`config.mk`:
```
export PLATFORM = sky130hd
export DESIGN_NAME = ugb_cmd_fifo
export DESIGN_NICKNAME = d
export VERILOG_FILES = /design/src/design/uniform_grid_broadphase_top_macros.svh /design/src/design/ugb_pkg.sv /design/src/design/ugb_cmd_fifo.sv
export SDC_FILE = /design/constraint.sdc
export NUM_CORES = 1
export LEC_CHECK = 0
export BUFFER_PORTS_ARGS = -buffer_cell sky130_fd_sc_hd__buf_2
export CORE_MARGIN = 10
export CORE_UTILIZATION = 45
export DETAILED_ROUTE_END_ITERATION = 16
export PLACE_DENSITY_LB_ADDON = 0.3
export SYNTH_ARGS = -nofsm -noshare
export SYNTH_HDL_FRONTEND = slang
export SYNTH_SLANG_ARGS = --single-unit
```
`constraint.sdc`:
```
create_clock -name i_clk -period 6.6 [get_ports i_clk]
set_input_delay 0.33 -clock i_clk [delete_from_list [all_inputs] [get_ports i_clk]]
set_output_delay 0.33 -clock i_clk [all_outputs]
set_load 0.02 [all_outputs]
```
`src/design/uniform_grid_broadphase_top_macros.svh`:
```
// ----------------------------------------------------------------------------
// Uniform grid broad-phase: assertion macros
// Immediate-consequence and next-cycle property macros for the grid block.
// ----------------------------------------------------------------------------
`ifndef UNIFORM_GRID_BROADPHASE_TOP_MACROS_SVH
`define UNIFORM_GRID_BROADPHASE_TOP_MACROS_SVH

`ifndef SYNTHESIS

// Consequent must hold in the same cycle as the antecedent
`define UGB_ASSERT(label, clk, rst_n, ante, cons) \
    label: assert property (@(posedge clk) disable iff (!rst_n) (ante) |-> (cons)) \
        else $error("uniform grid broad-phase assertion failed");

// Consequent must hold in the cycle after the antecedent
`define UGB_ASSERT_NEXT(label, clk, rst_n, ante, cons) \
    label: assert property (@(posedge clk) disable iff (!rst_n) (ante) |=> (cons)) \
        else $error("uniform grid broad-phase assertion failed");

`else

`define UGB_ASSERT(label, clk, rst_n, ante, cons)
`define UGB_ASSERT_NEXT(label, clk, rst_n, ante, cons)

`endif

`endif

```
`src/design/ugb_pkg.sv`:
```
// ----------------------------------------------------------------------------
// Uniform grid broad-phase: package
// Field widths, request codes and the command passed from front to back.
// ----------------------------------------------------------------------------
package ugb_pkg;

    // Field widths
    localparam int REQ_TYPE_W = 2;
    localparam int OBJ_ID_W   = 6;
    localparam int COORD_W    = 12;
    localparam int SIZE_W     = 12;
    localparam int HIT_W      = 64;

    // Divider: far corner is one bit wider than a coordinate
    localparam int QUOT_W    = COORD_W + 1;
    localparam int DIV_STEPS = QUOT_W;
    localparam int STEP_W    = $clog2(DIV_STEPS);

    // Cell index wide enough for the largest grid edge (256)
    localparam int CELL_W = 8;

    // Command queue between front and back
    localparam int CMD_Q_DEPTH = 2;

    localparam logic [SIZE_W-1:0] CELL_SIZE_RESET = 12'd64;

    // Request codes
    localparam logic [REQ_TYPE_W-1:0] REQ_INSERT = 2'd0;
    localparam logic [REQ_TYPE_W-1:0] REQ_REMOVE = 2'd1;
    localparam logic [REQ_TYPE_W-1:0] REQ_QUERY  = 2'd2;

    typedef logic [CELL_W-1:0] t_cell;

    // Classified request with its covered cell range
    typedef struct packed {
        logic [REQ_TYPE_W-1:0] kind;
        logic [OBJ_ID_W-1:0]   id;
        logic                  touch;
        t_cell                 x0;
        t_cell                 y0;
        t_cell                 x1;
        t_cell                 y1;
    } t_cmd;

endpackage

```
`src/design/ugb_cmd_fifo.sv`:
```
// ----------------------------------------------------------------------------
// Uniform grid broad-phase: command queue
// Short register queue that decouples the front from the back.
// ----------------------------------------------------------------------------
module ugb_cmd_fifo (
    input  logic          i_clk,
    input  logic          i_rst_n,
    input  logic          i_push,
    input  ugb_pkg::t_cmd i_data,
    output logic          o_full,
    input  logic          i_pop,
    output ugb_pkg::t_cmd o_data,
    output logic          o_empty
);

    localparam int DEPTH = ugb_pkg::CMD_Q_DEPTH;
    localparam int PW    = (DEPTH > 1) ? $clog2(DEPTH) : 1;
    localparam int CW    = $clog2(DEPTH + 1);

    ugb_pkg::t_cmd   r_q [DEPTH];
    logic [PW-1:0]   r_wr;
    logic [PW-1:0]   r_rd;
    logic [CW-1:0]   r_count;

    assign o_full  = (r_count == CW'(DEPTH));
    assign o_empty = (r_count == '0);
    assign o_data  = r_q[r_rd];

    // Store entries
    always_ff @(posedge i_clk) begin
        if (i_push && !o_full) begin
            r_q[r_wr] <= i_data;
        end
    end

    // Advance pointers and count
    always_ff @(posedge i_clk) begin
        if (!i_rst_n) begin
            r_wr    <= '0;
            r_rd    <= '0;
            r_count <= '0;
        end else begin
            if (i_push && !o_full) begin
                r_wr <= (r_wr == PW'(DEPTH - 1)) ? '0 : r_wr + 1'b1;
            end
            if (i_pop && !o_empty) begin
                r_rd <= (r_rd == PW'(DEPTH - 1)) ? '0 : r_rd + 1'b1;
            end
            case ({i_push && !o_full, i_pop && !o_empty})
                2'b10:   r_count <= r_count + 1'b1;
                2'b01:   r_count <= r_count - 1'b1;
                default: r_count <= r_count;
            endcase
        end
    end

endmodule

```
; Yosys cells after proc, flatten, opt, wreduce, memory -nomap -nowiden
; Memory sizes are Yosys's and may differ from the RTL's. A register that Yosys moved wholly into a read port is not among the register bits.
; Index checks and enable logic that the tools add are counted.
[totals]
register_bits = 4
latchBits = 0
ramBits = 82
rom_bits = 0
inputBits = 45
wordCells = 24
n_memories = 1
[memory_table]
columns = name, words, width, rd, rd_clocked_by_memory_dff, wr, line
row1 = r_q, 2, 41, 1, 1, 1, ugb_cmd_fifo.sv:20  ; ugb_pkg::t_cmd r_q [DEPTH];
[classes]
n_addsub = 4
n_mul = 0
n_div = 0
n_lt_le_gt_ge = 0
n_eq_ne = 3
n_shift = 0
muxes = 7
bitwise = 0
reduce_logical = 6
[op_table]
columns = operator, n
row1 = 1-bit two-way mux, 6
row2 = "2-bit == test, second input constant", 2
row3 = 2-bit case mux with 2 select lines, 1
row4 = "1-bit adder, second input constant", 2
row5 = "2-bit by 1-bit adder with 2-bit output, second input constant", 1
row6 = "2-bit by 1-bit == test with 1-bit output, second input constant", 1
row7 = 1-bit logical AND, 2
row8 = 1-bit zero test, 2
row9 = 2-bit zero test, 1
row10 = 2-bit nonzero test, 1
row11 = "2-bit by 1-bit subtractor with 2-bit output, second input constant", 1

; Longest topological paths before layout
; Gate-level depths: netlist (run 1).
[depth]
ltp_word = 5
ltp_mapped = 6
ltp_nobuf = 6

; Worst setup path after synthesis (run 1)
; No wires, ideal clock.
[synth_path]
kind = reg-to-reg
startpoint = register r_count[0]
endpoint = memory r_q[0][0] in the netlist's numbering (enable)
setup_time_ps = 395
t_arrival_ps = 1755
setup_slack_ps = 4450
path_stages_with_launch = 5
n_path_buf = 0
path_cell_list = dfxtp_1 -> nand2b_2 -> inv_2 -> or3_1 -> inv_1
[synth_between]
elab_chain_len = 5
[synth_lines]
columns = item, line
row1 = from (decl), ugb_cmd_fifo.sv:23  ; logic [CW-1:0] r_count;
row2 = from (signal assigned), ugb_cmd_fifo.sv:50  ; 2'b10: r_count <= r_count + 1'b1;
row3 = from (signal assigned), ugb_cmd_fifo.sv:51  ; 2'b01: r_count <= r_count - 1'b1;
row4 = from (signal assigned), ugb_cmd_fifo.sv:52  ; default: r_count <= r_count;
row5 = 2-bit == test, ugb_cmd_fifo.sv:25  ; assign o_full = (r_count == CW'(DEPTH));
row6 = net o_full, ugb_cmd_fifo.sv:10  ; output logic o_full,
row7 = 1-bit zero test, ugb_cmd_fifo.sv:31  ; if (i_push && !o_full) begin
row8 = 1-bit logical AND, ugb_cmd_fifo.sv:31
row9 = 1-bit two-way mux, ugb_cmd_fifo.sv:31
row10 = 1-bit two-way mux (not written as such), ugb_cmd_fifo.sv:32  ; r_q[r_wr] <= i_data;
row11 = to (decl), ugb_cmd_fifo.sv:20
; The timed path passes the listed nets, and every way through them passes these cells.

==> results.cfg, run 1 <==
[drt]
antenna_left = 0
dr.pass1.iters = 6
viasPerCell = 4.759
route.detailed.drc = 0
drt_iter0_drc = 38
wl_mm = 6.108
wl_per_cell_um = 17.50
routed-via-count = 1661

[timing]
drv_slew = 0
rsz0062_at_grt = no
period_minus_slack_ns = 2.277
tightestPinTransition_ns = 1.007
setup_viol = 0
fmax_mhz = 439.2
finalHoldViolations = 0
fin_skew_ns = 0.007732
relSlewSlack_pct = 32.89
fin_tns_setup_ns = 0
fin_crit_sh_pct = 34.50

[place]
io_buffers = 87
dp_hpwl_mm = 4.097
place_congestion = 0.6744
post-place-cells = 333

[layout]
antennaDiodeCount = 0
fin_cells = 349
fillCellCount = 550
fin_nets = 294
final_layout_size_suffix_gt1_share_pct = 58.89
register_area_mm2 = 0.002564
multiInputGateArea_um2 = 588.1
area_growth_pct = 24.68

[setup_path]
crit_fanout = 41
crit_chain = mux2_2 > buf_2
cpLargestDelayFamily = flip-flops
worstPathArrival_ns = 1.95
cp_num_buf_inv = 1
start_kind = register
critPathKind = reg -> out
r2r-end = r_q[0][23]$_DFFE_PP_
r2r_start = r_count[0]$_SDFFE_PN0P_
cp.depth = 2
cpPeakStageDelay_ns = 0.99
worstSetupEndpoint = o_data[15]
ff2ff_setup_slack_ns = 4.51
cp-end-kind = output port
r2r_cells = 5
cpMaxStageDelayCell = dfxtp_2
critical_path_required_ns = 6.27

[clock_network]
cts_tree = yes
cts.sinks = 87
cts_resized = 0
postCtsSetupBuffers = 0
ctsHtreeMaxLevel = 3
cts_buffer_depth = 2
clk_pin_slew_ns = 0.09
cts_made_buffers = 9
cts-root-buf = clkbuf_8
hold_buffers = 0
clk_latency_ns = 0.36

[power_and_ir_drop]
internal-power_mw = 1.141
irDropWorstVdd_v = 0.0001965
p_leak_nw = 1.484
switching_share_pct = 30.51
p_seq_share_pct = 46.2
power_frac_comb_pct = 26.8
p_total_mw = 1.642
clock_power_share_pct = 27.0
power_density_mw_per_mm2 = 413.7
p_switching_uw = 501.1

[synthesis]
yosysUniqueCellTypes = 19
synth_top_family_by_area = multiplexers
syn_inst = 154
ys_top_cells_by_area = edfxtp_1, mux2_2, dfxtp_1
ys_seq_elements = 87
synth-simple-area-share_pct = 1.690
synth_top_area_share_pct = 77.33
synthAdderAreaFrac_pct = 0.3929
yosysTopAreaCell = edfxtp_1
synth.area.mux_share_pct = 14.50
yosysSeqAreaShare_pct = 80.47
syn_nets = 200
synth-compound-area-share_pct = 1.022
synth_xor_xnor_area_share_pct = 0.8251
syn_area_per_cell_um2 = 20.68
syn_area_mm2 = 0.003184
ys_warn_count = 0

[floorplan]
die_area_mm2 = 0.01084
core-area_mm2 = 0.006832
die_y_um = 104.1
die_x_um = 104.1
initial_utilization_pct = 46.61
num_io_pins = 88
rows = 30

[flow_run]
maxCapViolations = 0

[hold_path]
hp-class = in -> reg
hp-start = i_data[20]

[grt]
antenna_found_initial = 0
grt_pass1_vias = 1938
grt_max_degree = 42
grt_pass1_wl_mm = 9.680
grt-ovfl-total = 0
grt.total_usage_pct = 11.31

[outcome]
status = finished, final reports clean
==> logic make-up (layout without fill, tap and decap cells) <==
logic type               Yosys count  in the layout
buffers and inverters              8            107
multiplexers                      41             41
AND/OR/NAND/NOR                    9              9
AO/OA/AOI/OAI                      5              5
adder cells (fa/ha/maj)            1              1
flip-flops                        87             87
XOR/XNOR                           3              3
==> through the flow <==
| stage | hold WS (ns) | utilization, % | area, um^2 | worst slack (ns) |
|---|---|---|---|---|
| 4_1_cts | 0.1444 | 58.11 | 3970 | 4.272 |
| 3_5_place_dp | 0.4846 | 54.54 | 3726 | 4.511 |
| 6_report | 0.1552 | 58.11 | 3970 | 4.323 |
| 5_1_grt | 0.1432 | 58.11 | 3970 | 4.193 |
| 2_1_floorplan | 0.4289 | - | 3184 | 4.450 |
| 3_3_place_gp | 0.4876 | 54.54 | 3726 | 4.597 |
==> synthesized netlist by cell type <==
library cell	instances
ha_1	1
inv_1	2
o21a_1	1
nand2_1	1
nand2b_2	1
and3_1	1
xnor2_1	3
nor2_1	1
dfxtp_1	5
buf_2	4
o21ai_0	2
nor2b_1	2
a21boi_1	2
clkbuf_1	1
and2_1	1
inv_2	1
edfxtp_1	82
mux2_2	41
or3_1	2
==> cells in the final DEF, fill, tap and decap left out, drive strengths merged, types with 2 or more instances in the layout <==
| cell | instances |
|---|---|
| or3 | 2 |
| bufinv | 3 |
| clkbuf | 9 |
| clkinv | 3 |
| inv | 3 |
| buf | 88 |
| o21ai | 2 |
| a21boi | 2 |
| nor2b | 2 |
| edfxtp | 82 |
| mux2 | 41 |
| dfxtp | 5 |
| xnor2 | 3 |
==> worst register-to-register path, delay by kind of cell (launching register included) <==
| kind | cells | cell delay (ns) |
|---|---|---|
| buffers and inverters | 3 | 0.78 |
| AND/OR/NAND/NOR | 2 | 0.51 |
| flip-flops | 1 | 0.43 |
==> flip-flops by register name (all words and copies together), names as in the netlist, named ones only <==
register,count
r_q,82
r_rd,1
r_wr,1
r_count,2
==> worst min-delay path by stage <==
stage | to | slack (ns) | depth (start not counted)
after global routing | r_q[0][28]$_DFFE_PP_ | 0.14 | 1
after CTS | r_q[1][20]$_DFFE_PP_ | 0.14 | 1
after detailed placement | r_wr$_SDFFE_PN0P_ | 0.48 | 2
after global placement | r_wr$_SDFFE_PN0P_ | 0.49 | 2
after floorplan | r_q[0][0]$_DFFE_PP_ | 0.43 | 0
final | r_q[1][20]$_DFFE_PP_ | 0.16 | 1
==> power groups by stage <==
stage | clock network [mW] | logic [mW] | registers (mW)
floorplan | 0 | 0.340 | 0.728
CTS | 0.450 | 0.451 | 0.762
global placement | 0 | 0.446 | 0.769
finish | 0.443 | 0.441 | 0.758
detailed placement | 0 | 0.450 | 0.774
global route | 0.473 | 0.476 | 0.773
==> per-layer routing <==
layer	GRT usage [%]	part of all wire, %
met1	12.08	42
met2	19.23	51
met3	3.408	5.4
met4	6.859	1.5
met5	0	0
==> area by class of cell <==
type	count	area share, %
clock inverters	7	3.026
repair buffers	88	11.16
well taps	96	3.026
inverters	3	0.2836
multi-input cells	59	14.81
flip-flops and latches	87	64.58
clock buffers	9	3.120
No activity file was read; power rests on OpenSTA's default activity.
==> run 2, diff against run 1 <==
==> constraint.sdc (replaced) <==
create_clock -name i_clk -period 1.9 [get_ports i_clk]
set_input_delay 0.095 -clock i_clk [delete_from_list [all_inputs] [get_ports i_clk]]
set_output_delay 0.095 -clock i_clk [all_outputs]
set_load 0.02 [all_outputs]
==> run 2 against run 1 <==
Net effect:
- flip-flop and latch count unchanged
- sequential power rose to 3.3 times the previous value
- sequential share of layout area down 6.5 points
- global-route usage up 0.39 points
- clock power rose to 3.0 times the previous value
- combinational power rose to 4.1 times the previous value
- critical path type unchanged
- largest power group unchanged
- highest routed layer unchanged
==> results.cfg, run 2 (synthesis gave the netlist of run 1 again) <==
[timing]
drv_slew = 0
period_minus_slack_ns = 1.603
fin_skew_ns = 0.008227
fmax_mhz = 623.8
tightestPinTransition_ns = 0.2890
whs_ns = 0.02963
setup_viol = 0
relSlewSlack_pct = 80.73
fin_tns_setup_ns = 0
rsz0062_at_grt = no
fin_ws_ns = 0.2969
fin_crit_sh_pct = 84.37
finalHoldViolations = 0

[clock_network]
cts_buffer_depth = 2
clk_latency_ns = 0.35
cts.sinks = 87
hold_buffers = 41
postCtsSetupBuffers = 0
ctsHtreeMaxLevel = 3
clk_pin_slew_ns = 0.07
cts_tree = yes
cts_resized = 0
cts-root-buf = clkbuf_8
cts_made_buffers = 9

[layout]
largest-register = r_q
fin_nets = 340
largest_reg_flops = 82
area_growth_pct = 38.62
final_util_pct = 64.62
final_cell_mix = buf_2, edfxtp_1, mux2_2, dlygate4sd3_1, clkbuf_8
fillCellCount = 522
fin_area_mm2 = 0.004414
reg.largest.list = r_q x82, r_count x2
antennaDiodeCount = 0
mostFrequentLayoutCell = buf_2
final_layout_size_suffix_gt1_share_pct = 51.51

[grt]
grt.total_usage_pct = 11.69
antenna_found_initial = 0
grt_pass1_vias = 2032
grt_pass1_wl_mm = 9.970
grt_max_degree = 22
grt-ovfl-total = 0

[drt]
wl_per_cell_um = 16.18
drt_iter0_drc = 65
dr.pass1.iters = 4
antenna_left = 0
routed-via-count = 1825
wl_mm = 6.390
viasPerCell = 4.620
route.detailed.drc = 0

[place]
place_congestion = 0.6786
dp_hpwl_mm = 4.140
pre_cts_ws_ns = 0.3027
io_buffers = 87
place_area_mm2 = 0.003792

[setup_path]
r2r-end = r_q[0][34]$_DFFE_PP_
cp-end-kind = output port
r2r_cells = 5
ff2ff_setup_slack_ns = 0.30
r2r_start = r_count[0]$_SDFFE_PN0P_
worstPathArrival_ns = 1.51
crit_fanout = 21
critical_path_required_ns = 1.80
critPathKind = reg -> out
start_kind = register

[power_and_ir_drop]
p_seq_share_pct = 44.3
power_frac_comb_pct = 32.0
irDropWorstVdd_v = 0.0007958
clock_power_share_pct = 23.7
internal-power_mw = 3.929
switching_share_pct = 30.35
p_switching_mw = 1.712
power_density_mw_per_mm2 = 1278
p_leak_nw = 1.679

[floorplan]
num_io_pins = 88
die_y_um = 104.1
core-area_mm2 = 0.006832
rows = 30
die_x_um = 104.1
initial_utilization_pct = 46.61
die_area_mm2 = 0.01084

[flow_run]
maxCapViolations = 0

[hold_path]
hp-start = i_rst_n
min_delay_path_depth = 2
hp-class = in -> reg

[outcome]
status = finished, final reports clean
[run 2: worst max-delay path by stage]
stage	to	slack, ns	cells after the start
4_1_cts	o_data[24]	0.27	3
5_1_grt	o_data[0]	0.21	3
3_5_place_dp	r_q[0][27]$_DFFE_PP_	0.30	5
6_report	o_data[0]	0.30	3
2_1_floorplan	r_q[0][0]$_DFFE_PP_	0.09	4
3_3_place_gp	r_q[0][1]$_DFFE_PP_	0.33	5
[run 2: per-layer routing]
metal | vias up | wire length (um) | GRT usage, %
li1 | 872 | - | -
met1 | 888 | 2569 | 12.14
met2 | 54 | 3352 | 20.54
met3 | 11 | 345 | 4.709
met4 | 0 | 121 | 4.672
met5 | - | 0 | 0
[run 2: power by group through the flow]
| stage | registers (mW) | clock network (mW) | logic (mW) |
|---|---|---|---|
| after floorplan | 2.52 | 0 | 1.19 |
| after global placement | 2.53 | 0 | 1.76 |
| after CTS | 2.50 | 1.37 | 1.84 |
| after detailed placement | 2.55 | 0 | 1.76 |
| after global routing | 2.53 | 1.46 | 1.94 |
| final | 2.50 | 1.34 | 1.81 |
[run 2: layout make-up]
type | count | area (um^2) | area share [%]
clock inverters | 7 | 87.58 | 1.984
multi-input cells | 59 | 588.1 | 13.32
repair buffers | 134 | 915.9 | 20.75
clock buffers | 9 | 123.9 | 2.806
well taps | 96 | 120.1 | 2.721
inverters | 3 | 15.01 | 0.3401
flip-flops and latches | 87 | 2564 | 58.08
[run 2: stage by stage]
| stage | std cells | total power [mW] |
|---|---|---|
| global placement | 338 | 4.287 |
| floorplan | 154 | 3.711 |
| finish | 395 | 5.641 |
| CTS | 395 | 5.713 |
| global route | 395 | 5.932 |
| detailed placement | 338 | 4.310 |
[run 2: worst max-delay path: stages (launching register included)]
cell	delay, ns
dfxtp_2	0.33
buf_4	0.28
mux2_2	0.39
buf_2	0.16
==> run 3, diff against run 2 <==
==> constraint.sdc (replaced) <==
create_clock -name i_clk -period 1.55 [get_ports i_clk]
set_input_delay 0.0775 -clock i_clk [delete_from_list [all_inputs] [get_ports i_clk]]
set_output_delay 0.0775 -clock i_clk [all_outputs]
set_load 0.02 [all_outputs]
==> run 3 against run 2 <==
Net effect:
- clock skew is 0.0027 ns lower
- count of clock-buffer cells in the layout is 4 higher
- utilization is 0.88 points higher
- largest cell class unchanged
- global-route usage is 0.20 points lower
- clock power is 7% lower
==> results.cfg, run 3 (synthesis gave the netlist of run 1 again) <==
[drt]
drt_iter0_drc = 35
wl_mm = 6.378
wl_per_cell_um = 16.03
dr.pass1.iters = 4
viasPerCell = 4.505
routed-via-count = 1793
antenna_left = 0
route.detailed.drc = 0

[setup_path]
cp_num_buf_inv = 3
critical_path_required_ns = 1.60
cpPeakStageDelay_ns = 0.35
crit_chain = nand2b_4 > inv_4 > or3_4 > clkinvlp_4 > buf_12
cp-end-kind = register
start_kind = register
worstPathArrival_ns = 1.55
cpLargestDelayFamily = simple AND/OR/NAND/NOR gates
crit_fanout = 18
cpMaxStageDelayCell = dfxtp_4
critPathKind = reg -> reg

[place]
place_area_mm2 = 0.003844
pre_cts_ws_ns = 0.03930
dp_hpwl_mm = 4.030
post-place-cells = 338
io_buffers = 87
place_congestion = 0.7145

[layout]
mostFrequentLayoutCell = buf_2
final_cell_mix = buf_2, edfxtp_1, dlygate4sd3_1, mux2_2, clkbuf_8
fillCellCount = 522
final_util_pct = 65.49
final_layout_size_suffix_gt1_share_pct = 51.32
fin_cells = 398
largest-register = r_q
fin_nets = 344
largest_reg_flops = 82
reg.largest.list = r_q x82, r_count x2
area_growth_pct = 40.51
fin_area_mm2 = 0.004474
antennaDiodeCount = 0

[timing]
fin_tns_setup_ns = 0
fin_crit_sh_pct = 96.93
fin_skew_ns = 0.005483
fmax_mhz = 665.6
period_minus_slack_ns = 1.502
whs_ns = 0.1475
finalHoldViolations = 0
relSlewSlack_pct = 87.62
rsz0062_at_grt = yes
fin_ws_ns = 0.04761
setup_viol = 0
drv_slew = 0
tightestPinTransition_ns = 0.1844

[floorplan]
initial_utilization_pct = 46.61
die_area_mm2 = 0.01084
die_y_um = 104.1
core-area_mm2 = 0.006832
num_io_pins = 88
rows = 30
die_x_um = 104.1

[grt]
grt_pass1_wl_mm = 9.867
grt.total_usage_pct = 11.49
grt_pass1_vias = 1951
antenna_found_initial = 0
grt-ovfl-total = 0
grt_max_degree = 24

[clock_network]
clk_latency_ns = 0.34
cts_tree = yes
ctsHtreeMaxLevel = 3
cts-root-buf = clkbuf_8
cts_made_buffers = 9
cts_buffer_depth = 2
cts.sinks = 87
clk_pin_slew_ns = 0.07

[power_and_ir_drop]
p_leak_nw = 1.687
irDropWorstVdd_v = 0.001031
p_total_mw = 6.723
power_density_mw_per_mm2 = 1502

[hold_path]
hp-class = in -> reg

[flow_run]
maxCapViolations = 0

[outcome]
status = finished, final reports clean
-- run 3: changes by cell type in the layout (fill, tap and decap cells not counted), moves of 2 or more --
| cell | before | now |
|---|---|---|
| buf_12 | 2 | 6 |
| buf_4 | 4 | 1 |
| bufinv_16 | 2 | 0 |
| clkbuf_1 | 0 | 4 |
| clkinv_2 | 3 | 1 |
| dfxtp_1 | 4 | 2 |
| dfxtp_4 | 0 | 2 |
-- run 3: worst paths after layout --
check / to / slack [ns] / startpoint / depth (start not counted)
hold / removal: r_wr$_SDFFE_PN0P_ / 0.15 / i_push / 4
hold reg to reg: r_wr$_SDFFE_PN0P_ / 0.50 / r_wr$_SDFFE_PN0P_ / 2
setup / recovery: r_q[0][23]$_DFFE_PP_ / 0.05 / r_count[0]$_SDFFE_PN0P_ / 5
setup reg to reg: r_q[0][23]$_DFFE_PP_ / 0.05 / r_count[0]$_SDFFE_PN0P_ / 5
-- run 3: per-layer routing --
metal | track usage [%] | wire length (um) | vias up
li1 | - | - | 885
met1 | 13.44 | 2791 | 845
met2 | 18.33 | 3142 | 57
met3 | 5.204 | 396 | 6
met4 | 3.877 | 48 | 0
met5 | 0 | 0 | -
-- run 3: what timing repair did --
action	4_1_cts	5_1_grt
hold buffers	42	0
hold endpoints to repair	84	0
endpoints found under the setup margin	19	43
resized for setup	2	4
cloned	0	2
setup buffers	0	1
-- run 3: worst reg2reg max path: stages, from the launching register on --
cell	delay, ns
dfxtp_4	0.35
nand2b_4	0.13
inv_4	0.03
or3_4	0.34
clkinvlp_4	0.17
buf_12	0.18
-- run 3: cell type report --
class | instances | area, um^2 | area share, %
inverter | 3 | 17.52 | 0.3915
tap | 96 | 120.1 | 2.685
clock buffer | 13 | 138.9 | 3.104
timing repair buffer | 138 | 1020 | 22.79
clock inverter | 2 | 8.758 | 0.1957
multi-input combinational | 59 | 598.1 | 13.37
sequential | 87 | 2571 | 57.47
-- run 3: power by group --
group / internal [mW] / total (mW) / switching [mW] / leakage (nW)
sequential: 2.98 / 3.09 / 0.107 / 0.810
clock: 0.569 / 1.25 / 0.678 / 0.0749
combinational: 1.10 / 2.39 / 1.29 / 0.802
total: 4.65 / 6.72 / 2.07 / 1.69
