==> config.mk <==
export PLATFORM = sky130hd
export DESIGN_NAME = ugb_front_flat
export DESIGN_NICKNAME = d
export VERILOG_FILES = /design/src/design/uniform_grid_broadphase_top_macros.svh /design/src/design/ugb_pkg.sv /design/src/design/ugb_ifs.sv /design/src/design/ugb_front.sv /design/src/flat_wrapper.sv
export SDC_FILE = /design/constraint.sdc
export NUM_CORES = 1
export LEC_CHECK = 0
export BUFFER_PORTS_ARGS = -buffer_cell sky130_fd_sc_hd__buf_2
export CAP_MARGIN = 20
export CORE_ASPECT_RATIO = 0.6
export CORE_MARGIN = 2
export CORE_UTILIZATION = 57
export DETAILED_ROUTE_END_ITERATION = 10
export GPL_TIMING_DRIVEN = 0
export PLACE_DENSITY = 0.84
export SLEW_MARGIN = 0
export SYNTH_ARGS = -nofsm -noshare
export SYNTH_HDL_FRONTEND = slang
export SYNTH_SLANG_ARGS = --single-unit
==> constraint.sdc <==
create_clock -name i_clk -period 8 [get_ports i_clk]
set_input_delay 1.6 -clock i_clk [delete_from_list [all_inputs] [get_ports i_clk]]
set_output_delay 1.6 -clock i_clk [all_outputs]
set_load 0.1 [all_outputs]
==> src/design/uniform_grid_broadphase_top_macros.svh <==
// ----------------------------------------------------------------------------
// Uniform grid broad-phase: assertion macros
// Immediate-consequence and next-cycle property macros for the grid block.
// ----------------------------------------------------------------------------
`ifndef UNIFORM_GRID_BROADPHASE_TOP_MACROS_SVH
`define UNIFORM_GRID_BROADPHASE_TOP_MACROS_SVH

`ifndef SYNTHESIS

// Consequent must hold in the same cycle as the antecedent
`define UGB_ASSERT(label, clk, rst_n, ante, cons) \
    label: assert property (@(posedge clk) disable iff (!rst_n) (ante) |-> (cons)) \
        else $error("uniform grid broad-phase assertion failed");

// Consequent must hold in the cycle after the antecedent
`define UGB_ASSERT_NEXT(label, clk, rst_n, ante, cons) \
    label: assert property (@(posedge clk) disable iff (!rst_n) (ante) |=> (cons)) \
        else $error("uniform grid broad-phase assertion failed");

`else

`define UGB_ASSERT(label, clk, rst_n, ante, cons)
`define UGB_ASSERT_NEXT(label, clk, rst_n, ante, cons)

`endif

`endif

==> src/design/ugb_pkg.sv <==
// ----------------------------------------------------------------------------
// Uniform grid broad-phase: package
// Field widths, request codes and the command passed from front to back.
// ----------------------------------------------------------------------------
package ugb_pkg;

    // Field widths
    localparam int REQ_TYPE_W = 2;
    localparam int OBJ_ID_W   = 6;
    localparam int COORD_W    = 12;
    localparam int SIZE_W     = 12;
    localparam int HIT_W      = 64;

    // Divider: far corner is one bit wider than a coordinate
    localparam int QUOT_W    = COORD_W + 1;
    localparam int DIV_STEPS = QUOT_W;
    localparam int STEP_W    = $clog2(DIV_STEPS);

    // Cell index wide enough for the largest grid edge (256)
    localparam int CELL_W = 8;

    // Command queue between front and back
    localparam int CMD_Q_DEPTH = 2;

    localparam logic [SIZE_W-1:0] CELL_SIZE_RESET = 12'd64;

    // Request codes
    localparam logic [REQ_TYPE_W-1:0] REQ_INSERT = 2'd0;
    localparam logic [REQ_TYPE_W-1:0] REQ_REMOVE = 2'd1;
    localparam logic [REQ_TYPE_W-1:0] REQ_QUERY  = 2'd2;

    typedef logic [CELL_W-1:0] t_cell;

    // Classified request with its covered cell range
    typedef struct packed {
        logic [REQ_TYPE_W-1:0] kind;
        logic [OBJ_ID_W-1:0]   id;
        logic                  touch;
        t_cell                 x0;
        t_cell                 y0;
        t_cell                 x1;
        t_cell                 y1;
    } t_cmd;

endpackage

==> src/design/ugb_ifs.sv <==
// ----------------------------------------------------------------------------
// Uniform grid broad-phase: channel interfaces
// Request and response channels with valid/ready handshake.
// ----------------------------------------------------------------------------
interface ugb_req_if;
    logic                             valid;
    logic                             ready;
    logic [ugb_pkg::REQ_TYPE_W-1:0]   req_type;
    logic [ugb_pkg::OBJ_ID_W-1:0]     object_id;
    logic [ugb_pkg::COORD_W-1:0]      rect_x;
    logic [ugb_pkg::COORD_W-1:0]      rect_y;
    logic [ugb_pkg::COORD_W-1:0]      rect_w;
    logic [ugb_pkg::COORD_W-1:0]      rect_h;

    modport source (
        output valid, req_type, object_id, rect_x, rect_y, rect_w, rect_h,
        input  ready
    );
    modport sink (
        input  valid, req_type, object_id, rect_x, rect_y, rect_w, rect_h,
        output ready
    );
endinterface


==> src/design/ugb_front.sv <==
// ----------------------------------------------------------------------------
// Uniform grid broad-phase: front end
// Accepts requests, holds the cell size register, divides the four corner
// coordinates one quotient bit per cycle and queues a classified command.
// ----------------------------------------------------------------------------
module ugb_front #(
    parameter int GRID_W      = 32,
    parameter int GRID_H      = 32,
    parameter int MAX_OBJECTS = 64
) (
    input  logic                         i_clk,
    input  logic                         i_rst_n,
    input  logic                         i_cfg_we,
    input  logic [ugb_pkg::SIZE_W-1:0]   i_cfg_wdata,
    input  logic                         i_clearing,
    ugb_req_if.sink                      i_req,
    output logic                         o_push,
    output ugb_pkg::t_cmd                o_cmd,
    input  logic                         i_full
);

    localparam int QW    = ugb_pkg::QUOT_W;
    localparam int RW    = ugb_pkg::SIZE_W;
    localparam int LANES = 4;
    localparam logic [ugb_pkg::OBJ_ID_W:0] MaxObj = (ugb_pkg::OBJ_ID_W + 1)'(MAX_OBJECTS);

    typedef enum logic [1:0] {S_IDLE, S_DIV, S_PUSH} t_state;

    t_state                              r_state;
    logic [RW-1:0]                       r_cell_size;
    logic [ugb_pkg::REQ_TYPE_W-1:0]      r_kind;
    logic [ugb_pkg::OBJ_ID_W-1:0]        r_id;
    logic [ugb_pkg::STEP_W-1:0]          r_step;
    logic [RW-1:0]                       r_rem [LANES];
    logic [QW-1:0]                       r_dq  [LANES];

    logic [RW-1:0]                       divisor;
    logic [QW-1:0]                       trial [LANES];
    logic                                ge    [LANES];
    logic [RW-1:0]                       n_rem [LANES];
    logic [QW-1:0]                       n_dq  [LANES];
    logic                                accept;
    logic                                is_rmw;

    // Clamp a quotient to the last row or column
    function automatic ugb_pkg::t_cell sat_cell(input logic [QW-1:0] q, input int lim);
        return (q >= QW'(lim)) ? ugb_pkg::t_cell'(lim - 1) : ugb_pkg::t_cell'(q);
    endfunction

    // A zero cell size counts as one
    assign divisor = (r_cell_size == '0) ? RW'(1) : r_cell_size;

    assign i_req.ready = (r_state == S_IDLE) && !i_clearing;
    assign accept      = i_req.valid && i_req.ready;

    // One restoring division step per lane
    always_comb begin
        for (int k = 0; k < LANES; k++) begin
            trial[k] = {r_rem[k], r_dq[k][QW-1]};
            ge[k]    = (trial[k] >= {1'b0, divisor});
            n_rem[k] = ge[k] ? RW'(trial[k] - {1'b0, divisor}) : trial[k][RW-1:0];
            n_dq[k]  = {r_dq[k][QW-2:0], ge[k]};
        end
    end

    // Classify and build the command from the finished quotients
    assign is_rmw = (r_kind == ugb_pkg::REQ_INSERT) || (r_kind == ugb_pkg::REQ_REMOVE);

    always_comb begin
        o_cmd.kind  = r_kind;
        o_cmd.id    = r_id;
        o_cmd.touch = is_rmw && ({1'b0, r_id} < MaxObj);
        o_cmd.x0    = sat_cell(r_dq[0], GRID_W);
        o_cmd.y0    = sat_cell(r_dq[1], GRID_H);
        o_cmd.x1    = sat_cell(r_dq[2], GRID_W);
        o_cmd.y1    = sat_cell(r_dq[3], GRID_H);
    end

    assign o_push = (r_state == S_PUSH) && !i_full;

    // Sequence accept, divide and push
    always_ff @(posedge i_clk) begin
        if (!i_rst_n) begin
            r_state     <= S_IDLE;
            r_cell_size <= ugb_pkg::CELL_SIZE_RESET;
        end else begin
            if (i_cfg_we) begin
                r_cell_size <= i_cfg_wdata;
            end
            case (r_state)
                S_IDLE: begin
                    if (accept) begin
                        r_kind <= i_req.req_type;
                        r_id   <= i_req.object_id;
                        r_dq[0] <= QW'(i_req.rect_x);
                        r_dq[1] <= QW'(i_req.rect_y);
                        r_dq[2] <= QW'(i_req.rect_x) + QW'(i_req.rect_w);
                        r_dq[3] <= QW'(i_req.rect_y) + QW'(i_req.rect_h);
                        for (int k = 0; k < LANES; k++) begin
                            r_rem[k] <= '0;
                        end
                        r_step  <= '0;
                        r_state <= S_DIV;
                    end
                end
                S_DIV: begin
                    for (int k = 0; k < LANES; k++) begin
                        r_rem[k] <= n_rem[k];
                        r_dq[k]  <= n_dq[k];
                    end
                    r_step <= r_step + 1'b1;
                    if (r_step == ugb_pkg::STEP_W'(ugb_pkg::DIV_STEPS - 1)) begin
                        r_state <= S_PUSH;
                    end
                end
                S_PUSH: begin
                    if (!i_full) begin
                        r_state <= S_IDLE;
                    end
                end
                default: r_state <= S_IDLE;
            endcase
        end
    end

endmodule

==> src/flat_wrapper.sv <==
// flat-port wrapper written by rule: the top's interface ports become plain ports
module ugb_front_flat 
#(
    parameter int GRID_W      = 32,
    parameter int GRID_H      = 32,
    parameter int MAX_OBJECTS = 64
)
  (i_clk, i_rst_n, i_cfg_we, i_cfg_wdata, i_clearing, o_push, o_cmd, i_full, i_req_valid, i_req_req_type, i_req_object_id, i_req_rect_x, i_req_rect_y, i_req_rect_w, i_req_rect_h, i_req_ready);
  ugb_req_if i_req_i ();
  input  logic i_clk;
  input  logic i_rst_n;
  input  logic i_cfg_we;
  input  logic [ugb_pkg::SIZE_W-1:0] i_cfg_wdata;
  input  logic i_clearing;
  output logic o_push;
  output ugb_pkg::t_cmd o_cmd;
  input  logic i_full;
  input wire logic [$bits(i_req_i.valid)-1:0] i_req_valid;
  input wire logic [$bits(i_req_i.req_type)-1:0] i_req_req_type;
  input wire logic [$bits(i_req_i.object_id)-1:0] i_req_object_id;
  input wire logic [$bits(i_req_i.rect_x)-1:0] i_req_rect_x;
  input wire logic [$bits(i_req_i.rect_y)-1:0] i_req_rect_y;
  input wire logic [$bits(i_req_i.rect_w)-1:0] i_req_rect_w;
  input wire logic [$bits(i_req_i.rect_h)-1:0] i_req_rect_h;
  output wire logic [$bits(i_req_i.ready)-1:0] i_req_ready;
  assign i_req_i.valid = i_req_valid;
  assign i_req_i.req_type = i_req_req_type;
  assign i_req_i.object_id = i_req_object_id;
  assign i_req_i.rect_x = i_req_rect_x;
  assign i_req_i.rect_y = i_req_rect_y;
  assign i_req_i.rect_w = i_req_rect_w;
  assign i_req_i.rect_h = i_req_rect_h;
  assign i_req_ready = i_req_i.ready;
  ugb_front #(.GRID_W(GRID_W), .GRID_H(GRID_H), .MAX_OBJECTS(MAX_OBJECTS)) u_core (.i_clk(i_clk), .i_rst_n(i_rst_n), .i_cfg_we(i_cfg_we), .i_cfg_wdata(i_cfg_wdata), .i_clearing(i_clearing), .i_req(i_req_i), .o_push(o_push), .o_cmd(o_cmd), .i_full(i_full));
endmodule
Yosys cells after proc, flatten, opt, wreduce, memory -nomap -nowiden

Memories as Yosys holds them, arrays and structs flattened.
Index checks and enable logic that the tools add are counted.

Memory bits (writable): 100
Input port bits: 74
Logic and storage cells: 80
Register bits: 26
Memories: 2
Output and inout bits: 43

Memory list:

| name         | words | width | read ports | clocked after Yosys merged registers in | wr ports | line            | RTL |
|---|---|---|---|---|---|---|---|
| u_core.r_dq  | 4     | 13    | 4          | 0                                       | 4        | ugb_front.sv:35 | `logic [QW-1:0] r_dq [LANES];` |
| u_core.r_rem | 4     | 12    | 4          | 0                                       | 4        | ugb_front.sv:34 | `logic [RW-1:0] r_rem [LANES];` |

Mux-type cells: 30
Eq/ne operators: 7
Reductions and logical operators: 13
Bitwise operators: 8
Add/subtract/negate cells: 7
Magnitude comparators: 8

Operators with widths:

| cell                                                                                  | count |
|---|---|
| 12-bit 2-to-1 mux                                                                     | 9 |
| 13-bit by 12-bit greater-or-equal comparator with 1-bit output                        | 4 |
| 13-bit by 6-bit greater-or-equal comparator with 1-bit output (second input constant) | 4 |
| 13-bit 2-to-1 mux                                                                     | 4 |
| 12-bit subtractor                                                                     | 4 |
| 8-bit 2-to-1 mux                                                                      | 4 |
| 12-bit by 12-bit adder with 13-bit output                                             | 2 |
| 12-bit zero test                                                                      | 1 |
| 3-bit AND reduction                                                                   | 3 |
| 1-bit bitwise OR                                                                      | 8 |
| 4-bit one-hot mux with 2 select lines                                                 | 1 |
| 1-bit 2-to-1 mux                                                                      | 7 |
| 2-bit 2-to-1 mux                                                                      | 3 |
| 2-bit one-hot mux with 3 select lines                                                 | 1 |
| 4-bit by 1-bit adder with 4-bit output (second input constant)                        | 1 |
| 2-bit by 1-bit equality test with 1-bit output (second input constant)                | 2 |
| 4-bit equality test (second input constant)                                           | 1 |
| 2-bit zero test                                                                       | 2 |
| 4-bit 2-to-1 mux                                                                      | 1 |
| 2-bit by 1-bit != test with 1-bit output (second input constant)                      | 2 |
| 1-bit logical AND                                                                     | 3 |
| 2-bit equality test (second input constant)                                           | 1 |
| 1-bit zero test                                                                       | 2 |
| 2-bit != test (second input constant)                                                 | 1 |
| 2 further kinds                                                                       | 2 |

Longest topological paths before layout

Gate-level depths: netlist of run 1.

Depth after elaboration: 8
Mapped depth: 12
Gate-level depth less buffers: 12

Worst setup path before layout of run 1

No wires, ideal clock.

Path type: input port to flip-flop
Start point: in i_clearing
End point: mem u_core.r_dq[0][0] (netlist bit), enable pin
Setup time: 462 ps
Stages on the path: 3
Slack: 1,223 ps
Data arrival time: 6,316 ps
Data required time: 7,538 ps
Buffers on the path: 0
Cells stage by stage: nor3_1 -> nand3_1 -> nand2_1

RTL lines:

| item               | line               | RTL |
|---|---|---|
| start: declaration | flat_wrapper.sv:14 | `input logic i_clearing;` |
| end: declaration   | ugb_front.sv:35    |  |

==> impl_summary.log, run 1 <==
[metrics] Routed Antenna Nets: 0
[metrics] global placer's final weighted congestion: about 0.91
[metrics] overall track demand over capacity in global routing: about 28%
[metrics] kind of start point of the critical path: input pin
[metrics] total instance count after detailed placement: 1,206
[metrics] number of DRC violations after detailed routing: 0
[metrics] critical path required time: 8150 ps
[metrics] Sink Count: 126
[metrics] EDFF count, synth: 112
[metrics] site row count: 35
[metrics] height of the chip: 100 µm
[metrics] number of hold violations in the final report: 0
[metrics] largest net degree at the start of global routing: 58
[metrics] count of H-tree levels built during CTS: 4
[metrics] Iter 0 DRT Violations: 690
[metrics] Max-Slew Margin vs Limit: about 53%
[metrics] average vias per placed instance: 5.94
[metrics] cell repeated most along the worst path: sky130_fd_sc_hd__clkbuf_1
[metrics] synth unique cells: 70
[metrics] Slew Viols, Final: 0
[metrics] initial antenna violation count: 0
[metrics] highest cell delay on the worst timing path: about 510 ps
[metrics] compound-cell area share of the yosys netlist: 15.3%
[metrics] leakage: 4.28 nW
[metrics] XOR/XNOR Fraction of Synth Area: 5.35%
[metrics] Ant. Diodes: 0
[metrics] pwr/cell area: 205 nW/µm²
[metrics] core box area: 15,200 µm²
[metrics] actual transition at the worst max-transition pin: 707 ps
[metrics] cells along the critical path: clkbuf_1 > nand2_1 > clkbuf_1 > clkbuf_1 > nand2_4 > buf_16
[metrics] number of I/O pins: between 100 and 150
[metrics] number of standard cells in the layout, taps in and fillers out: 1,238
[metrics] sequential cell area fraction in the yosys report: 41.2%
[metrics] top_reg_cell synth: sky130_fd_sc_hd__edfxtp_1
[metrics] placed wire-length estimate: 16.4 mm
[metrics] share of cells above drive strength 1: approximately a fifth
[metrics] slowest cell on the critical path: sky130_fd_sc_hd__clkbuf_1
[metrics] CTS tree: built
[metrics] first drt pass iteration count: 5
[metrics] horizontal die dimension: 165 µm
[metrics] post-route clock period utilization: 50.7%
[metrics] Simple-Gate Fraction of Synth Area: 16.5%
[metrics] area leader, netlist: sky130_fd_sc_hd__edfxtp_1
[metrics] cells taking the most area after synthesis: sky130_fd_sc_hd__edfxtp_1, sky130_fd_sc_hd__ha_1, sky130_fd_sc_hd__nand2_1
[metrics] overflow left after global routing: 0
[metrics] routed len/inst: 18.4 µm
[metrics] global-route wire length before repair: 35.2 mm
[metrics] post-synth top area share: a little under two fifths
[metrics] most frequently used cell type in the post-synthesis netlist: sky130_fd_sc_hd__nand2_1
[metrics] fin crit period: 4060 ps
[metrics] Initial Util: 58.0%
[metrics] number of port buffers: 102
[metrics] maximum net fanout on the critical path: 57
[metrics] CP top delay family: buffers and inverters
[metrics] final clock skew: 10.4 ps
[metrics] via count of the first global-routing pass: 6,979
[metrics] area added between synthesis and finish: 16.1%
[metrics] Worst EP arrival: 4200 ps
[metrics] overall routed net length: 22.7 mm
[metrics] total number of vias: around 7,400
[metrics] post-synthesis register bit count: 126
[metrics] number of endpoints failing setup at the final stage: 0
[metrics] share of async-settable or async-resettable flops after synthesis: 0%
[metrics] number of fill cells: 1,186
[metrics] max-cap check violation count: 0
[metrics] Clock Latency Late Sink: 430 ps
[metrics] total die area: 16,600 µm²
[metrics] multiplexer area fraction after synthesis: 4.53%
[metrics] total setup buffers inserted after CTS: 0
[metrics] FF/Latch Area: between 3000 and 4000 µm²
[metrics] maximum root-to-sink buffer count: 2
[metrics] average cell area after synthesis: 9.95 µm²
[metrics] Clk pin slew, worst setup/hold paths: 60 ps
[metrics] post-cts gate resize count: 0
[metrics] dominant combinational cell family by area after synthesis: simple AND/OR/NAND/NOR gates
[metrics] setup repair after global routing missed its margin: false
[metrics] Buf+Inv Stages, Crit Path: 4
[metrics] Clock Tree Root: sky130_fd_sc_hd__clkbuf_16
[metrics] maximum VDD drop: 114 µV
[metrics] result of the run: finished, final reports clean
[metrics] final layout net count: 1,184
[metrics] post-synthesis instance area: 8840 µm²
[metrics] Post-synth top cells: sky130_fd_sc_hd__nand2_1, sky130_fd_sc_hd__edfxtp_1, sky130_fd_sc_hd__ha_1
[metrics] number of buffers added to fix hold violations after cts: 0
[metrics] highest clock frequency the design can meet: 246 MHz
[metrics] Inserted Clock Buffers: 17
[metrics] YS warnings: 0
[metrics] setup tns final: 0 ps
[metrics] multi-input logic area: 4880 µm²
[metrics] CP Class: input pin to flip-flop
[metrics] instance count of the mapped netlist: 889
[metrics] synthesized-area fraction occupied by adder cells: 13.0%
[metrics] critical path endpoint category: flip-flop
[metrics] path type of the worst min-delay path: flip-flop to flip-flop
==> cells by family after synthesis <==
logic type	Yosys count
buffers and inverters	76
and+or+nand+nor	310
other	1
adders and majority gates	88
xor gates and xnor gates	54
AOI/OAI and AO/OA	194
muxes	40
DFF	126
==> flip-flops by register name (all words and copies together), names as in the netlist <==
name / flops
u_core.r_id: 6
u_core.r_step: 4
u_core.r_state: 2
u_core.r_kind: 2
u_core.r_rem: 48
u_core.r_dq: 52
u_core.r_cell_size: 12
==> cells in the final DEF, fill, tap and decap left out, types with 23 or more instances in the layout <==
| cell | instances |
|---|---|
| sky130_fd_sc_hd__nor2_1 | 66 |
| sky130_fd_sc_hd__a21oi_1 | 49 |
| sky130_fd_sc_hd__ha_1 | 82 |
| sky130_fd_sc_hd__nand2_1 | 123 |
| sky130_fd_sc_hd__edfxtp_1 | 112 |
| sky130_fd_sc_hd__o21ai_0 | 37 |
| sky130_fd_sc_hd__xnor2_1 | 25 |
| sky130_fd_sc_hd__buf_2 | 103 |
| sky130_fd_sc_hd__inv_1 | 37 |
| sky130_fd_sc_hd__xor2_1 | 29 |
| sky130_fd_sc_hd__nor2b_1 | 24 |
| sky130_fd_sc_hd__a21o_1 | 23 |
| sky130_fd_sc_hd__mux2i_1 | 40 |
==> routing by layer <==
metal | up-vias | share of wire [%] | track usage [%]
met1 | 3501 | 47 | 40.2
li1 | 3476 | - | -
met2 | 331 | 42 | 41.0
met4 | 0 | 2.0 | 8.76
met3 | 47 | 9.1 | 6.33
met5 | - | 0 | 0
==> tightest hold or removal path, delay by kind of cell (launching register included) <==
family	cells	cell delay (ps)
DFF	1	330
and+or+nand+nor	2	100
==> worst paths after layout <==
check | startpoint | to | slack [ps] | cells after the start
max | i_rst_n | u_core.r_dq[1][5] | 3940 | 6
max reg2reg | u_core.r_state[0] | u_core.r_dq[1][5] | 4690 | 6
min | u_core.r_dq[0][4] | u_core.r_dq[0][5] | 530 | 2
min reg2reg | u_core.r_dq[0][4] | u_core.r_dq[0][5] | 530 | 2
==> cell type report <==
cell class / instances / area share, %
plain buffers: 39 / 2.24
clock buffers: 19 / 4.42
clock inverters: 13 / 1.22
inverters: 37 / 1.35
multi-input cells: 698 / 47.6
flip-flops and latches: 126 / 35.5
well taps: 203 / 2.47
repair buffers: 103 / 5.24
==> per-stage QoR <==
step                      power [mW]  hold slack (ps)  cell area [µm²]  util (%)  setup slack (ps)
after global routing            2.18              557            10300      67.4              3830
after floorplan                 1.19              484             8890         -              1220
after global placement          1.30              510             9650      63.3              1040
after CTS                       2.09              533            10300      67.4              4000
after detailed placement        1.31              517             9690      63.6              3590
final                           2.10              532            10300      67.4              3940
==> power by group <==
group | switching, mW | internal (mW) | leakage, nW
Clock | 0.330 | 0.453 | 0.287
Combinational | 0.319 | 0.198 | 2.82
Sequential | 0.0270 | 0.775 | 1.17
Note: power is estimated with default switching activity, not from simulation.
==> run 2, diff against run 1 <==
--- a/config.mk
+++ b/config.mk
@@ -9,10 +9,10 @@
 export CAP_MARGIN = 20
 export CORE_ASPECT_RATIO = 0.6
 export CORE_MARGIN = 2
-export CORE_UTILIZATION = 57
+export CORE_UTILIZATION = 53
 export DETAILED_ROUTE_END_ITERATION = 10
 export GPL_TIMING_DRIVEN = 0
-export PLACE_DENSITY = 0.84
+export PLACE_DENSITY = 0.82
 export SLEW_MARGIN = 0
 export SYNTH_ARGS = -nofsm -noshare
 export SYNTH_HDL_FRONTEND = slang
==> constraint.sdc (replaced) <==
create_clock -name i_clk -period 3.45 [get_ports i_clk]
set_input_delay 0.69 -clock i_clk [delete_from_list [all_inputs] [get_ports i_clk]]
set_output_delay 0.69 -clock i_clk [all_outputs]
set_load 0.1 [all_outputs]
==> run 2 against run 1 <==
Register-to-register slack worse by 4500 ps. Highest routed layer unchanged. Sequential share of layout area is 0.36 points lower. Global-route usage is 2.4 points lower. Via count down 1.6%. Hold slack worse by 100 ps. Worst setup slack worse by 3800 ps. Clock skew up 2.9 ps. Largest cell class unchanged. Power up 140%. Final cell count increased by 2.1%. Die area increased by 7.3%. Core utilization shrank 3.6 points.
==> impl_summary.log, run 2 (synthesis gave the netlist of run 1 again) <==
[metrics] largest registers: u_core.r_dq x52, u_core.r_rem x48, u_core.r_cell_size x12
[metrics] Routed Antenna Nets: 0
[metrics] pwr/cell area: 481 nW/µm²
[metrics] number of I/O pins: 117
[metrics] global-route wire length before repair: ~35 mm
[metrics] Ant. Diodes: 0
[metrics] Iter 0 DRT Violations: 611
[metrics] largest net degree at the start of global routing: between 50 and 60
[metrics] number of cells traversed by the worst register-to-register path: 12
[metrics] overflow left after global routing: 0
[metrics] Clk pin slew, worst setup/hold paths: around 60 ps
[metrics] number of fill cells: between 1,000 and 1,500
[metrics] Clock Latency Late Sink: 440 ps
[metrics] Max-Slew Margin vs Limit: a little over two fifths
[metrics] setup tns final: 0 ps
[metrics] placed wire-length estimate: 16.1 mm
[metrics] highest cell delay on the worst timing path: 420 ps
[metrics] critical path required time: 3610 ps
[metrics] setup repair after global routing missed its margin: false
[metrics] leakage: 4.30 nW
[metrics] maximum root-to-sink buffer count: 2
[metrics] Initial Util: roughly 54%
[metrics] CTS tree: built
[metrics] area added between synthesis and finish: 17.2%
[metrics] Clock Tree Root: sky130_fd_sc_hd__clkbuf_16
[metrics] maximum net fanout on the critical path: 4
[metrics] Worst Setup SP: u_core.r_cell_size[11]
[metrics] Crit Reg-Reg Endpoint: u_core.r_rem[0][44]
[metrics] initial antenna violation count: 0
[metrics] average vias per placed instance: 5.73
[metrics] r2r startpoint: u_core.r_cell_size[11]
[metrics] Worst EP arrival: 3420 ps
[metrics] final layout net count: between 1,000 and 1,500
[metrics] R2R Setup Slk: 190 ps
[metrics] critical path endpoint category: flip-flop
[metrics] number of hold violations in the final report: 0
[metrics] height of the chip: 104 µm
[metrics] overall track demand over capacity in global routing: roughly 25%
[metrics] depth of the worst hold-timing path: 1
[metrics] count of H-tree levels built during CTS: 4
[metrics] fin crit period: 3260 ps
[metrics] horizontal die dimension: ~170 µm
[metrics] share of cells above drive strength 1: between 10% and 20%
[metrics] core box area: 16,300 µm²
[metrics] site row count: 36
[metrics] Largest register FFs: 52
[metrics] max-cap check violation count: 0
[metrics] most used cells in the layout excluding fill and tap cells: sky130_fd_sc_hd__nand2_1, sky130_fd_sc_hd__edfxtp_1, sky130_fd_sc_hd__buf_2
[metrics] maximum VDD drop: 383 µV
[metrics] actual transition at the worst max-transition pin: approximately 870 ps
[metrics] leading cell type in the layout, fill and taps excluded: sky130_fd_sc_hd__nand2_1
[metrics] final core area utilization: 63.8%
[metrics] Slew Viols, Final: 0
[metrics] overall routed net length: 22.0 mm
[metrics] final clock skew: 13.3 ps
[metrics] total die area: 17,800 µm²
[metrics] number of port buffers: 102
[metrics] total number of vias: 7,239
[metrics] critical path depth in cells: 12
[metrics] result of the run: finished, final reports clean
[metrics] number of endpoints failing setup at the final stage: 0
[metrics] Inserted Clock Buffers: 17
[metrics] Top reg by flops: u_core.r_dq
[metrics] slowest cell on the critical path: sky130_fd_sc_hd__fa_1
[metrics] highest clock frequency the design can meet: 307 MHz
[metrics] CP top delay family: compound AO/OA/AOI/OAI gates
[metrics] number of DRC violations after detailed routing: 0
[metrics] routed len/inst: 17.4 µm
[metrics] cells along the critical path: nor4_1 > a31o_2 > ha_1 > inv_1 > fa_1 > a211oi_1 > o21bai_1 > a21oi_1 > o21bai_1 > a21oi_1 > xor2_1 > o31ai_1
[metrics] Buf+Inv Stages, Crit Path: 1
[metrics] via count of the first global-routing pass: 6,717
[metrics] path type of the worst min-delay path: input pin to flip-flop
[metrics] first drt pass iteration count: 5
[metrics] global placer's final weighted congestion: 0.878
[metrics] worst setup path endpoint: u_core.r_rem[0][44]
[metrics] kind of start point of the critical path: flip-flop
[metrics] post-route clock period utilization: 94.6%
[metrics] total setup buffers inserted after CTS: 0
[metrics] Sink Count: 126
[metrics] CP Class: flip-flop to flip-flop
-- run 2: changes by cell type in the layout (fill, tap and decap cells not counted), sizes merged --
cell and delta:
clkinv +2, inv -6, nand2 +1, bufinv +3, clkinvlp +1
-- run 2: metrics by stage --
stage	setup WS, ps	hold slack (ps)	power (mW)	instances	instance area (µm²)
final	188	432	4.99	1264	10400
after global routing	42.8	421	5.18	1264	10400
after CTS	198	420	4.98	1263	10400
after detailed placement	-186	514	3.04	1231	9730
after global placement	-283	506	3.00	1230	9710
after floorplan	512	484	2.76	900	8910
-- run 2: area by class of cell --
class	instances	area [µm²]	area share [%]
clock buffers	19	433	4.17
plain buffers	39	230	2.22
clock inverters	13	188	1.81
flip-flops and latches	126	3640	35.1
multi-input cells	699	4920	47.5
repair buffers	103	531	5.12
well taps	228	285	2.75
inverters	37	139	1.34
-- run 2: metal layers --
| layer | share of wire, % | vias to the layer above | wire length (µm) | global-route usage (%) |
|---|---|---|---|---|
| li1 | - | 3462 | - | - |
| met3 | 8.0 | 31 | 1760 | 5.29 |
| met1 | 48 | 3438 | 10600 | 37.3 |
| met2 | 42 | 308 | 9350 | 37.4 |
| met5 | 0 | - | 0 | 0 |
| met4 | 1.4 | 0 | 310 | 7.02 |
-- run 2: what timing repair did --
action                                  CTS  global route
hold buffers                              0             0
gates resized for setup                   1             1
pin swaps                                 0             1
cloned                                    0             1
endpoints found under the hold margin     0             0
endpoints found under the setup margin   43            44
-- run 2: worst min path at each step --
stage | from | to | slack [ps]
3_3_place_gp | u_core.r_cell_size[0] | u_core.r_cell_size[0] | 510
6_report | i_req_req_type[0] | u_core.r_kind[0] | 430
3_5_place_dp | u_core.r_dq[0][3] | u_core.r_dq[0][4] | 510
4_1_cts | i_req_req_type[0] | u_core.r_kind[0] | 420
2_1_floorplan | u_core.r_cell_size[0] | u_core.r_cell_size[0] | 480
5_1_grt | i_req_req_type[0] | u_core.r_kind[0] | 420
-- run 2: report_power, final --
| part | internal [mW] | switching [mW] | leakage (nW) |
|---|---|---|---|
| clock | 1.21 | 0.732 | 0.296 |
| sequential | 1.80 | 0.0600 | 1.17 |
| combinational | 0.459 | 0.729 | 2.83 |
==> run 3, diff against run 2 <==
--- a/config.mk
+++ b/config.mk
@@ -5,14 +5,14 @@
 export SDC_FILE = /design/constraint.sdc
 export NUM_CORES = 1
 export LEC_CHECK = 0
-export BUFFER_PORTS_ARGS = -buffer_cell sky130_fd_sc_hd__buf_2
 export CAP_MARGIN = 20
 export CORE_ASPECT_RATIO = 0.6
 export CORE_MARGIN = 2
-export CORE_UTILIZATION = 53
+export CORE_UTILIZATION = 57
 export DETAILED_ROUTE_END_ITERATION = 10
+export DONT_BUFFER_PORTS = 1
 export GPL_TIMING_DRIVEN = 0
-export PLACE_DENSITY = 0.82
+export PLACE_DENSITY = 0.8
 export SLEW_MARGIN = 0
 export SYNTH_ARGS = -nofsm -noshare
 export SYNTH_HDL_FRONTEND = slang
==> run 3 against run 2 <==
First-iteration DRC count up 27%. Critical path depth down 6. Core utilization up 0.62 points. Routed wire length up 0.45%. Non-clock buffer count down 102. Power down 3.3%. Critical path type unchanged. Highest routed layer unchanged.
==> impl_summary.log, run 3 (synthesis gave the netlist of run 1 again) <==
[metrics] result of the run: finished, final reports clean
[metrics] site row count: 35
[metrics] cell repeated most along the worst path: sky130_fd_sc_hd__clkbuf_1
[metrics] Final Power: 4.82 mW
[metrics] Buf+Inv Stages, Crit Path: 3
[metrics] number of I/O pins: 117
[metrics] via count of the first global-routing pass: 6,746
[metrics] slack of the critical path: around 150 ps
[metrics] proportion of power drawn by flip-flops and latches: 39.0%
[metrics] setup tns final: 0 ps
[metrics] maximum VDD drop: 275 µV
[metrics] horizontal die dimension: 165 µm
[metrics] Iter 0 DRT Violations: 774
[metrics] total number of vias: 6,979
[metrics] count of H-tree levels built during CTS: 4
[metrics] routed len/inst: 19.5 µm
[metrics] depth of the worst hold-timing path: 0
[metrics] NetSw: 1.52 mW
[metrics] Clk pwr share: 37.6%
[metrics] slowest cell on the critical path: sky130_fd_sc_hd__nor2b_1
[metrics] largest registers: u_core.r_dq x52, u_core.r_rem x48, u_core.r_cell_size x12
[metrics] Slew Viols, Final: 0
[metrics] Sw Share: 31.6%
[metrics] largest net degree at the start of global routing: 57
[metrics] CP top delay family: simple AND/OR/NAND/NOR gates
[metrics] most used cells in the layout excluding fill and tap cells: sky130_fd_sc_hd__nand2_1, sky130_fd_sc_hd__edfxtp_1, sky130_fd_sc_hd__ha_1
[metrics] global placer's final weighted congestion: approximately 0.90
[metrics] r2r startpoint: u_core.r_state[0]
[metrics] Clock Tree Root: sky130_fd_sc_hd__clkbuf_16
[metrics] global-route wire length before repair: 35.1 mm
[metrics] height of the chip: 100 µm
[metrics] overflow left after global routing: 0
[metrics] internal power: 3.30 mW
[metrics] share of cells above drive strength 1: between 10% and 20%
[metrics] core box area: between 15,000 and 20,000 µm²
[metrics] final layout net count: 1,082
[metrics] beginning of the worst hold path: i_req_object_id[1]
[metrics] number of endpoints failing setup at the final stage: 0
[metrics] overall track demand over capacity in global routing: 27.7%
[metrics] Max-Slew Margin vs Limit: 30.8%
[metrics] final clock skew: 13.9 ps
[metrics] Sink Count: 126
[metrics] Top reg by flops: u_core.r_dq
[metrics] number of cells traversed by the worst register-to-register path: 6
[metrics] initial antenna violation count: 0
[metrics] area added between synthesis and finish: 10.9%
[metrics] average vias per placed instance: roughly 6
[metrics] Worst EP arrival: 3400 ps
[metrics] kind of start point of the critical path: flip-flop
[metrics] setup repair after global routing missed its margin: false
[metrics] actual transition at the worst max-transition pin: 1040 ps
[metrics] first drt pass iteration count: 6
[metrics] highest clock frequency the design can meet: between 300 and 400 MHz
[metrics] worst setup timing slack at the placement stage: -41.8 ps
[metrics] critical path depth in cells: 6
[metrics] final core area utilization: 64.4%
[metrics] pwr/cell area: 491 nW/µm²
[metrics] share of total power in combinational logic: roughly a quarter
[metrics] critical path endpoint category: flip-flop
[metrics] Clk pin slew, worst setup/hold paths: 60 ps
[metrics] leakage: 3.92 nW
[metrics] Initial Util: between 50% and 60%
[metrics] critical path required time: 3550 ps
[metrics] maximum net fanout on the critical path: 56
[metrics] number of hold violations in the final report: 0
[metrics] path type of the worst min-delay path: input pin to flip-flop
[metrics] number of DRC violations after detailed routing: 0
[metrics] Worst Setup SP: u_core.r_state[0]
[metrics] CTS tree: built
[metrics] total die area: 16,600 µm²
[metrics] max-cap check violation count: 0
[metrics] Inserted Clock Buffers: 17
[metrics] placed wire-length estimate: 16.1 mm
[metrics] Largest register FFs: 52
[metrics] Ant. Diodes: 0
[metrics] total setup buffers inserted after CTS: 0
[metrics] Clock Latency Late Sink: 440 ps
[metrics] cells along the critical path: nor2b_1 > nand2_1 > clkbuf_1 > clkbuf_1 > nand2_8 > buf_16
[metrics] Routed Antenna Nets: 0
[metrics] overall routed net length: 22.1 mm
[metrics] CP Class: flip-flop to flip-flop
[metrics] post-route clock period utilization: 95.7%
[metrics] highest cell delay on the worst timing path: 560 ps
[metrics] leading cell type in the layout, fill and taps excluded: sky130_fd_sc_hd__nand2_1
[metrics] fin crit period: approximately 3300 ps
[metrics] maximum root-to-sink buffer count: 2
[metrics] number of port buffers: 0
## run 3: final cells by class
cell class	count	area (µm²)
sequential	126	3640
clock inverter	12	124
multi-input combinational	698	4930
buffer	39	230
clock buffer	20	468
tap	203	254
inverter	37	139
timing repair buffer	1	27.5
fill	1220	5430
## run 3: metrics by stage
step	cell area [µm²]	hold WS [ps]	cells
after floorplan	8910	484	900
final	9810	351	1136
after detailed placement	9200	522	1104
after global routing	9810	345	1136
after global placement	9160	505	1103
after CTS	9790	346	1136
## run 3: path summary, 6_finish.rpt
check                 endpoint  slack, ps
max          u_core.r_dq[1][7]        150
min reg2reg  u_core.r_dq[0][5]        530
min             u_core.r_id[1]        350
max reg2reg  u_core.r_dq[1][7]        150
## run 3: what timing repair did
action / 4_1_cts / 5_1_grt
endpoints found under the setup margin: 0 / 60
hold buffers: 0 / 0
resized for setup: 0 / 3
hold endpoints to repair: 0 / 0
## run 3: per-layer routing
metal	track usage, %	vias to the layer above	wire [µm]	part of all wire (%)
li1	-	3257	-	-
met1	41.0	3325	10500	48
met2	39.7	360	9070	41
met3	6.99	37	2150	9.7
met4	8.76	0	368	1.7
met5	0	-	0	0
## run 3: power groups by stage
stage | registers [mW] | logic (mW) | clock network (mW)
global route | 1.89 | 1.24 | 1.89
global placement | 1.91 | 1.06 | 0
floorplan | 1.89 | 0.876 | 0
detailed placement | 1.91 | 1.09 | 0
CTS | 1.88 | 1.11 | 1.82
finish | 1.88 | 1.13 | 1.81
